$ cat src/sv/rlag_pkg.sv
// Package of types, codes and tables shared by the range/light result block.
package rlag_pkg;

  typedef enum logic [1:0] {
    CMD_RANGE_DONE    = 2'd0,
    CMD_RANGE_TIMEOUT = 2'd1,
    CMD_LIGHT_DONE    = 2'd2,
    CMD_LIGHT_TIMEOUT = 2'd3
  } cmd_e;

  // Register indexes on the configuration port (byte address is 4*index).
  localparam logic REG_RANGE_SCALE = 1'b0;
  localparam logic REG_LOW_THRESH  = 1'b1;

  localparam logic [1:0]  RANGE_SCALE_RESET = 2'd1;
  localparam logic [15:0] LOW_THRESH_RESET  = 16'd10000;
  localparam logic [15:0] COUNT_SATURATED   = 16'hFFFF;
  localparam logic [2:0]  GAIN_BOTTOM       = 3'd0;
  localparam logic [2:0]  GAIN_TOP          = 3'd7;

  // One accepted measurement word, with the gain it was taken under.
  typedef struct packed {
    cmd_e        cmd;
    logic [7:0]  range_raw;
    logic [7:0]  range_status;
    logic [15:0] light_count;
    logic [1:0]  range_scale;
    logic [2:0]  gain_used;
    logic [2:0]  gain_after;
  } stage_t;

  // One finished result word.
  typedef struct packed {
    logic        result_kind;
    logic        result_valid;
    logic        tmo_flag;
    logic [9:0]  distance_mm;
    logic [3:0]  range_error;
    logic [22:0] lux_q8;
    logic [2:0]  gain_used;
    logic [2:0]  gain_after;
  } result_t;

  // round(0.32 * 2^24 / gain) for each step of the gain ladder.
  function automatic logic [22:0] lux_coef(input logic [2:0] g);
    logic [22:0] c;
    case (g)
      3'd0:    c = 23'd5368709;
      3'd1:    c = 23'd4294967;
      3'd2:    c = 23'd3214796;
      3'd3:    c = 23'd2147484;
      3'd4:    c = 23'd1073742;
      3'd5:    c = 23'd536871;
      3'd6:    c = 23'd268435;
      default: c = 23'd134218;
    endcase
    return c;
  endfunction

endpackage

$ cat src/sv/range_and_light_result_with_auto_gain_top.sv
// Top level of the range and ambient-light result processor with gain ranging.
//
//  channel   direction  handshake               payload
//  -------   ---------  ----------------------  ------------------------------------------
//  in        sink       in_valid_i / in_ready_o  cmd, range_raw, range_status, light_count
//  out       source     out_valid_o/out_ready_i  kind, valid, timeout, distance, error,
//                                                lux, gain used, next gain
//  cfg       APB slave  psel/penable/pready      range_scale @0x0, low_count_threshold @0x4
//
// One word is accepted per cycle unless both registers are full; each result passes
// through the input register, then the result register behind the lux multiplier.
// The gain ladder steps at acceptance, so back-to-back light words see each
// other's gain. Reset sets gain 1x, scale 1, threshold 10000.
// When the output stalls, one more word is held in the input register; the
// input stalls only when both registers are full.
module range_and_light_result_with_auto_gain_top (
  input  logic        clk_i,
  input  logic        rst_ni,
  // measurement words
  input  logic        in_valid_i,
  output logic        in_ready_o,
  input  logic [1:0]  cmd_i,
  input  logic [7:0]  range_raw_i,
  input  logic [7:0]  range_status_i,
  input  logic [15:0] light_count_i,
  // result words
  output logic        out_valid_o,
  input  logic        out_ready_i,
  output logic        result_kind_o,
  output logic        result_valid_o,
  output logic        tmo_flag_o,
  output logic [9:0]  distance_mm_o,
  output logic [3:0]  range_error_o,
  output logic [22:0] lux_q8_o,
  output logic [2:0]  gain_used_o,
  output logic [2:0]  gain_after_o,
  // configuration port
  input  logic        psel,
  input  logic        penable,
  input  logic        pwrite,
  input  logic [2:0]  paddr,
  input  logic [31:0] pwdata,
  output logic [31:0] prdata,
  output logic        pready
);
  import rlag_pkg::*;

  // Configuration registers.
  logic [1:0]  range_scale_q;
  logic [15:0] low_thresh_q;
  logic        cfg_wr;

  assign pready = 1'b1;
  assign cfg_wr = psel && penable && pwrite;

  always_ff @(posedge clk_i or negedge rst_ni) begin
    if (!rst_ni) begin
      range_scale_q <= RANGE_SCALE_RESET;
      low_thresh_q  <= LOW_THRESH_RESET;
    end else if (cfg_wr) begin
      // A zero scale is meaningless: hold the old one.
      if (paddr[2] == REG_RANGE_SCALE) begin
        if (pwdata[1:0] != 2'd0) range_scale_q <= pwdata[1:0];
      end else begin
        low_thresh_q <= pwdata[15:0];
      end
    end
  end

  always_comb begin
    if (paddr[2] == REG_LOW_THRESH) prdata = {16'd0, low_thresh_q};
    else                            prdata = {30'd0, range_scale_q};
  end

  // Handshakes: the input register advances into the result register whenever
  // the result register is empty or being drained.
  logic    stage_valid_q;
  stage_t  stage_q;
  stage_t  stage_d;
  logic    out_valid_q;
  result_t result_q;
  result_t result_d;
  logic    in_acc;
  logic    stage_adv;
  logic [2:0] gain_q;
  logic [2:0] gain_d;

  assign stage_adv  = !out_valid_q || out_ready_i;
  assign in_ready_o = !stage_valid_q || stage_adv;
  assign in_acc     = in_valid_i && in_ready_o;

  // Gain ladder: step down on a saturated count, up on a dim one.
  always_comb begin
    gain_d = gain_q;
    if (cmd_e'(cmd_i) == CMD_LIGHT_DONE) begin
      if (light_count_i == COUNT_SATURATED) begin
        if (gain_q != GAIN_BOTTOM) gain_d = gain_q - 3'd1;
      end else if (light_count_i < low_thresh_q) begin
        if (gain_q != GAIN_TOP) gain_d = gain_q + 3'd1;
      end
    end
  end

  always_comb begin
    stage_d.cmd          = cmd_e'(cmd_i);
    stage_d.range_raw    = range_raw_i;
    stage_d.range_status = range_status_i;
    stage_d.light_count  = light_count_i;
    stage_d.range_scale  = range_scale_q;
    stage_d.gain_used    = gain_q;
    stage_d.gain_after   = gain_d;
  end

  always_ff @(posedge clk_i or negedge rst_ni) begin
    if (!rst_ni) begin
      gain_q        <= GAIN_BOTTOM;
      stage_valid_q <= 1'b0;
      out_valid_q   <= 1'b0;
    end else begin
      if (in_acc) begin
        gain_q        <= gain_d;
        stage_valid_q <= 1'b1;
      end else if (stage_adv) begin
        stage_valid_q <= 1'b0;
      end
      if (stage_adv) out_valid_q <= stage_valid_q;
    end
  end

  // Payload registers: no reset needed.
  always_ff @(posedge clk_i) begin
    if (in_acc) stage_q <= stage_d;
    if (stage_adv && stage_valid_q) result_q <= result_d;
  end

  rlag_calc u_calc (
    .stage_i  (stage_q),
    .result_o (result_d)
  );

  assign out_valid_o    = out_valid_q;
  assign result_kind_o  = result_q.result_kind;
  assign result_valid_o = result_q.result_valid;
  assign tmo_flag_o     = result_q.tmo_flag;
  assign distance_mm_o  = result_q.distance_mm;
  assign range_error_o  = result_q.range_error;
  assign lux_q8_o       = result_q.lux_q8;
  assign gain_used_o    = result_q.gain_used;
  assign gain_after_o   = result_q.gain_after;

`ifndef SYNTHESIS
  // Gain moves only on an accepted light-done word.
  a_gain_hold: assert property (@(posedge clk_i) disable iff (!rst_ni)
    !(in_acc && (cmd_e'(cmd_i) == CMD_LIGHT_DONE)) |=> $stable(gain_q))
    else $error("gain changed without a light measurement");

  // Gain moves at most one ladder step per word.
  a_gain_step: assert property (@(posedge clk_i) disable iff (!rst_ni)
    in_acc |=> (gain_q == $past(gain_q)) || (gain_q == 3'($past(gain_q) + 3'd1)) ||
               (gain_q == 3'($past(gain_q) - 3'd1)))
    else $error("gain jumped more than one step");

  // Range scale never holds zero.
  a_scale_nonzero: assert property (@(posedge clk_i) disable iff (!rst_ni)
    range_scale_q != 2'd0)
    else $error("range scale is zero");

  // Both registers full with output stalled: input must stall.
  a_full_stall: assert property (@(posedge clk_i) disable iff (!rst_ni)
    (stage_valid_q && out_valid_q && !out_ready_i) |-> !in_ready_o)
    else $error("input accepted while pipeline full");
`endif

endmodule

$ cat src/sv/rlag_calc.sv
// Result formatting: distance, error code and lux from one registered measurement.
module rlag_calc (
  input  rlag_pkg::stage_t  stage_i,
  output rlag_pkg::result_t result_o
);
  import rlag_pkg::*;

  logic [38:0] lux_prod;
  logic [9:0]  range_mm;
  logic [3:0]  err;

  assign lux_prod = 39'(stage_i.light_count) * 39'(lux_coef(stage_i.gain_used));
  assign range_mm = 10'(stage_i.range_raw) * 10'(stage_i.range_scale);
  assign err      = stage_i.range_status[7:4];

  always_comb begin
    result_o              = '0;
    result_o.gain_used    = stage_i.gain_used;
    result_o.gain_after   = stage_i.gain_used;
    case (stage_i.cmd)
      CMD_RANGE_DONE: begin
        // Error nibble set: drop the distance, keep the code.
        if (err == 4'd0) begin
          result_o.result_valid = 1'b1;
          result_o.distance_mm  = range_mm;
        end else begin
          result_o.range_error  = err;
        end
      end
      CMD_RANGE_TIMEOUT: begin
        result_o.tmo_flag = 1'b1;
      end
      CMD_LIGHT_DONE: begin
        result_o.result_kind  = 1'b1;
        result_o.result_valid = 1'b1;
        result_o.lux_q8       = lux_prod[38:16];
        result_o.gain_after   = stage_i.gain_after;
      end
      default: begin
        result_o.result_kind = 1'b1;
        result_o.tmo_flag    = 1'b1;
      end
    endcase
  end

endmodule
$ cat config.mk
export PLATFORM = sky130hd
export DESIGN_NAME = range_and_light_result_with_auto_gain_top
export DESIGN_NICKNAME = d
export VERILOG_FILES = /design/src/sv/rlag_pkg.sv /design/src/sv/range_and_light_result_with_auto_gain_top.sv /design/src/sv/rlag_calc.sv
export SDC_FILE = /design/constraint.sdc
export NUM_CORES = 1
export LEC_CHECK = 0
export BUFFER_PORTS_ARGS = -buffer_cell sky130_fd_sc_hd__buf_2
export CORE_ASPECT_RATIO = 2
export CORE_MARGIN = 8
export CORE_UTILIZATION = 50
export DETAILED_ROUTE_END_ITERATION = 8
export GPL_TIMING_DRIVEN = 0
export PLACE_DENSITY = 0.71
export SLEW_MARGIN = 20
export SYNTH_ARGS = -nofsm -noshare
export SYNTH_HDL_FRONTEND = slang
export SYNTH_SLANG_ARGS = --single-unit
$ cat constraint.sdc
create_clock -name clk_i -period 6.7 [get_ports clk_i]
set_input_delay 1.675 -clock clk_i [delete_from_list [all_inputs] [get_ports clk_i]]
set_output_delay 1.675 -clock clk_i [all_outputs]
set_load 0.1 [all_outputs]
==> results of run 1 <==
-- sequential cells by signal (all words and copies together), names as in the netlist --
| register | cells |
|---|---|
| stage_q | 38 |
| lux_q8_o | 23 |
| low_thresh_q | 16 |
| distance_mm_o | 10 |
| range_error_o | 4 |
| gain_after_o | 3 |
| gain_q | 3 |
| gain_used_o | 3 |
| range_scale_q | 2 |
| out_valid_o | 1 |
| result_kind_o | 1 |
| result_valid_o | 1 |
| stage_valid_q | 1 |
| tmo_flag_o | 1 |
-- cell type report --
| type | instances | area, µm² | area share, % |
|---|---|---|---|
| Sequential cell | 107 | 3110 | 15.7 |
| Clock inverter | 7 | 67.6 | 0.341 |
| Multi-Input combinational cell | 1184 | 12500 | 63.4 |
| Antenna cell | 3 | 7.51 | 0.0379 |
| Tap cell | 432 | 541 | 2.73 |
| Clock buffer | 9 | 225 | 1.14 |
| Timing Repair Buffer | 188 | 1240 | 6.29 |
| Buffer | 90 | 724 | 3.66 |
| Inverter | 355 | 1330 | 6.73 |
-- placed cells by master (no fill, tap or decap), drive strengths merged, types with 5 or more instances in the layout --
master  Yosys  routed
nand3      13      13
o21a        5       5
mux2       20      20
buf        17     208
a21o       22      22
edfxtp     84      84
xor2       10      10
nand4      11      11
nand2     243     243
xnor2      19      19
conb        2      17
and3       17      17
a211oi      7       7
nand2b     18      18
nor2b      13      13
o21ai      18      18
fa        292     292
clkbuf     78      79
nor2       49      49
ha        134     134
inv       355     359
dfstp       6       6
or2         9       9
and2      162     162
dfrtp      17      17
nor3       17      17
o21bai      7       7
a21oi      39      39
a31oi      10      10
-- kinds of logic after synthesis --
logic type	synth area share, %
and+or+nand+nor	16.7
xor gates and xnor gates	1.54
DFF	18.8
adders and majority gates	45.6
muxes	1.36
other	0.0455
buffers and inverters	10.6
AOI/OAI and AO/OA	5.33
-- what timing repair did --
item | CTS | global route
buffers inserted | 54 | 15
hold endpoints to repair | 0 | 0
resized for setup | 225 | 76
gates cloned | 3 | 0
setup endpoints to repair | 23 | 21
pin swaps | 72 | 46
-- path summary, 6_finish.rpt --
kind                                              start                      endpoint  slack, ps  cells past startpoint
hold reg to reg            range_scale_q[1]$_DFFE_PN0P_          stage_q[7]$_DFFE_PP_        480                      0
min in group asynchronous                        rst_ni         gain_q[2]$_DFFE_PN0P_       1280                      1
setup / recovery                   stage_q[4]$_DFFE_PP_    lux_q8_o[22]$_SDFFCE_PN0P_       -330                     25
hold / removal             range_scale_q[1]$_DFFE_PN0P_          stage_q[7]$_DFFE_PP_        480                      0
setup reg to reg                   stage_q[4]$_DFFE_PP_    lux_q8_o[22]$_SDFFCE_PN0P_       -330                     25
max in group asynchronous                        rst_ni  range_scale_q[0]$_DFFE_PN1P_       5040                      1
-- stage by stage --
step                std cells  setup TNS (ps)  hold WS, ps
CTS                      2359           -1130          489
detailed placement       2291          -35300          472
finish                   2375           -2660          482
global route             2372           -6270          509
floorplan                1741               0          439
global placement         2289          -34670          469
-- worst max-delay path, stage by stage (launching register included) --
cell      delay (ps)
edfxtp_1         530
buf_6            190
nor2b_4          110
clkbuf_8         150
nor2_2           120
clkbuf_8         200
buf_12           120
nand2_1           90
fa_1             500
fa_1             480
fa_1             550
inv_1             60
fa_1             500
fa_1             550
inv_2             50
fa_1             530
inv_2             60
ha_4             260
a21oi_4          130
o211ai_1         140
a221o_1          400
a21o_4           260
o21bai_4         220
a211oi_4         100
or3_4            400
a21oi_4          160
-- routing by layer --
metal / up-vias / global-route usage (%) / wire, µm
li1: 5677 / - / -
met1: 6492 / 25.7 / 15800
met2: 577 / 52.8 / 29400
met3: 271 / 4.49 / 2740
met4: 0 / 26.1 / 5780
met5: - / 0 / 0
==> flow_summary.ini, run 1 <==
[routing]
routed-via-count = 13017
routed_wirelength_um = 53700
drc_errors = 0
viasPerCell = 5.48
wl_per_cell_um = 22.6
dr.pass1.iters = 7
antenna_left = 0
drtIter0Drc = 670

[timing]
fin_crit_sh_pct = 105
min_period_ps = 7030
finalSetupViolations = 16
rsz0062_at_grt = yes
final_hold_viol_count = 0
maxSlewHeadroom_pct = 38.6
skew_ps = 15.6
tightest_slew_ps = 921
fmax_ghz = 0.142
slew_violations = 0
fin_ws_ps = -328

[worst_setup_path]
worstPathMaxFanout = 5
cp.arrival_ps = 7240
end_kind = flip-flop
crit_required_ps = 6910
worstSetupPathType = flip-flop to flip-flop
start_kind = flip-flop

[synthesis]
async_reset_ff_share_pct = 21.5
synth_flop_cell = edfxtp_1
synthCells = 1726
synth_top_area_cell = fa_1
synth_edf_count = 84
ys_seq_area_share_pct = 18.8
synth.most_common_cell = inv_1
netlist-cell-type-count = 51
avgSynthCellArea_um2 = 9.57
synthTopCellsByArea = fa_1, edfxtp_1, ha_1
synthesis.area_mm2 = 0.0165
yosys-top-cells-count = inv_1, fa_1, nand2_1, and2_1, ha_1
synth_top_area_share_pct = 35.4
synth_seq_cells = 107
synth_warnings = 0

[floorplanning]
core-area_mm2 = 0.0327
die-area_mm2 = 0.0394
floorplan.initialDensity_pct = 50.5
pin_count = 157
die_w_um = 145
rows = 94
dieHeight_um = 273

[cells_and_area]
fillers = 2847
layout-drive-gt1-share_pct = 22.5
final_area_mm2 = 0.0198
area_growth_pct = 19.9
final_util_pct = 60.5
finalNetCount = 2437

[global_route]
grt_pass1_vias = 14686
grt_pass1_wl_um = 82300
grt_overflow_total = 0
grt_usage_pct = 28.6
antenna_found_initial = 2
grt_max_degree = 30

[placed_design]
dpl_worst_slack_ps = -2110
placed_cell_area_mm2 = 0.0177
io_buffers = 116
gp_congestion = 1.02
dp_hpwl_um = 43800

[flow_run]
maxCapViolations = 0

[worst_hold_path]
hold_path_class = flip-flop to flip-flop

[clock_network]
cts_buffer_depth = 2
clock_latency_ps = 370
cts_tree = yes
htreeDepth = 3
cts-root-buf = clkbuf_16
numCtsBuffers = 9
cts_hold_buf = 0
cts_num_sinks = 107
clk_pin_slew_ps = 80

[run_status]
violations = setup timing
status = finished, violations left
Power of run 1 is left out: the tool's default activity adds up to more than one toggle a clock period on the data nets, which glitch-free logic cannot reach.
==> inputs of run 2 (changes only) <==
--- a/config.mk
+++ b/config.mk
@@ -11,7 +11,8 @@
 export CORE_UTILIZATION = 50
 export DETAILED_ROUTE_END_ITERATION = 8
 export GPL_TIMING_DRIVEN = 0
-export PLACE_DENSITY = 0.71
+export MAX_ROUTING_LAYER = met4
+export PLACE_DENSITY = 0.68
 export SLEW_MARGIN = 20
 export SYNTH_ARGS = -nofsm -noshare
 export SYNTH_HDL_FRONTEND = slang
==> constraint.sdc (replaced) <==
create_clock -name clk_i -period 7.7 [get_ports clk_i]
set_input_delay 1.925 -clock clk_i [delete_from_list [all_inputs] [get_ports clk_i]]
set_output_delay 1.925 -clock clk_i [all_outputs]
set_load 0.1 [all_outputs]
==> run 2 against run 1 <==
Compared with the run above: the flow now finishes without violations; critical path type unchanged; largest cell class unchanged; routed wire length down 4.3%; final area fell by 7.4%; clock-buffer cell count did not move; cell count fell by 2.6%; register-to-register slack improved by 560 ps; highest routed layer unchanged; worst hold slack lost 0.85 ps; global-route usage decreased by 0.24 points.
==> flow_summary.ini, run 2 (same netlist as run 1, synthesis figures left out) <==
[run_status]
status = complete, no violations

[timing]
skew_ps = 11.7
final_hold_viol_count = 0
finalSetupViolations = 0
slew_violations = 0
fmax_ghz = 0.134
maxSlewHeadroom_pct = 25.7
min_period_ps = 7470
fin_crit_sh_pct = 97.0
tightest_slew_ps = 1100

[cells_and_area]
final_area_mm2 = 0.0183
layout-drive-gt1-share_pct = 14.1
layout_commonest_cell = inv_1
final_util_pct = 56.0
antenna_cells = 0
top_register = stage_q
area_growth_pct = 10.9
most-common-layout-cells = inv_1, fa_1, nand2_1
largest_reg_flops = 38
finalNetCount = 2379

[clock_network]
cts-root-buf = clkbuf_16
numCtsBuffers = 9
cts_num_sinks = 107
htreeDepth = 3
cts_buffer_depth = 2
cts_tree = yes
clock_latency_ps = 360
clk_pin_slew_ps = 80

[routing]
drtIter0Drc = 548
antenna_left = 0
drc_errors = 0
routed_wirelength_um = 51500
routed-via-count = 12541
viasPerCell = 5.42
dr.pass1.iters = 5
wl_per_cell_um = 22.2

[floorplanning]
rows = 94
dieHeight_um = 273
floorplan.initialDensity_pct = 50.5
core-area_mm2 = 0.0327
die-area_mm2 = 0.0394
die_w_um = 145
pin_count = 157

[placed_design]
placed_cell_area_mm2 = 0.0177
gp_congestion = 1.01
io_buffers = 116
dp_hpwl_um = 44500

[global_route]
grt_overflow_total = 0
grt_pass1_wl_um = 79500
grt_usage_pct = 28.4
grt_pass1_vias = 14195
antenna_found_initial = 0
grt_max_degree = 34

[worst_setup_path]
crit_required_ps = 7900
cp.arrival_ps = 7670
end_kind = flip-flop
worstPathMaxFanout = 10
start_kind = flip-flop
worstSetupPathType = flip-flop to flip-flop

[worst_hold_path]
hold_path_class = flip-flop to flip-flop

[flow_run]
maxCapViolations = 0
-- run 2: cell count changes in the layout (fill, tap and decap cells not counted), moves of 11 or more --
cell / change
fa_1: +23
buf_4: -48
clkbuf_8: -18
nand2_1: +11
fa_2: -23
ha_1: +16
-- run 2: final timing paths --
| check | slack (ps) | depth (start not counted) | startpoint | endpoint |
|---|---|---|---|---|
| setup / recovery | 230 | 23 | stage_q[4]$_DFFE_PP_ | lux_q8_o[22]$_SDFFCE_PN0P_ |
| hold / removal | 480 | 0 | range_scale_q[1]$_DFFE_PN0P_ | stage_q[7]$_DFFE_PP_ |
| setup reg to reg | 230 | 23 | stage_q[4]$_DFFE_PP_ | lux_q8_o[22]$_SDFFCE_PN0P_ |
| hold reg to reg | 480 | 0 | range_scale_q[1]$_DFFE_PN0P_ | stage_q[7]$_DFFE_PP_ |
| max in group asynchronous | 5770 | 1 | rst_ni | range_scale_q[0]$_DFFE_PN1P_ |
| min in group asynchronous | 1540 | 1 | rst_ni | gain_q[2]$_DFFE_PN0P_ |
-- run 2: worst max-delay path, stage by stage, from the launching register on --
cell	delay (ps)
edfxtp_1	540
buf_4	200
and3_4	330
or2_2	310
clkbuf_2	330
nand2_1	130
fa_1	560
inv_1	50
fa_1	490
fa_1	590
fa_1	440
fa_1	490
inv_1	50
fa_1	510
inv_1	50
ha_1	360
a21oi_1	180
o211ai_1	110
a221o_1	400
a21o_1	290
o21bai_4	220
a211oi_2	110
or3_1	380
a21oi_1	160
-- run 2: metal layers --
layer | up-vias | global-route usage, % | routed length (µm) | part of all wire, %
met4 | 0 | 20.8 | 4390 | 8.5
met3 | 199 | 2.74 | 1680 | 3.3
li1 | 5541 | - | - | -
met5 | - | - | 0 | 0
met2 | 428 | 53.3 | 29400 | 57
met1 | 6373 | 25.3 | 16000 | 31
-- run 2: what timing repair did --
item,4_1_cts,5_1_grt
pin swaps,2,2
setup buffers,2,8
hold buffers,0,0
resized for setup,57,45
endpoints found under the setup margin,23,20
-- run 2: final cells by class --
class | count | area [µm²]
multi-input cells | 1184 | 11900
repair buffers | 128 | 696
well taps | 432 | 541
fillers | 3068 | 14400
clock buffers | 9 | 225
flip-flops and latches | 107 | 3110
clock inverters | 7 | 52.6
plain buffers | 92 | 480
inverters | 355 | 1330
-- run 2: per-stage QoR --
| step | TNS, ps | cells | setup slack [ps] | hold WS [ps] |
|---|---|---|---|---|
| after floorplan | 0 | 1741 | 907 | 439 |
| after global placement | -21160 | 2289 | -1610 | 463 |
| after detailed placement | -21110 | 2291 | -1590 | 469 |
| after CTS | -38.0 | 2307 | -38.0 | 484 |
| after global routing | -10.3 | 2314 | -10.3 | 507 |
| final | 0 | 2314 | 232 | 481 |
Power of run 2 is left out for the same reason.
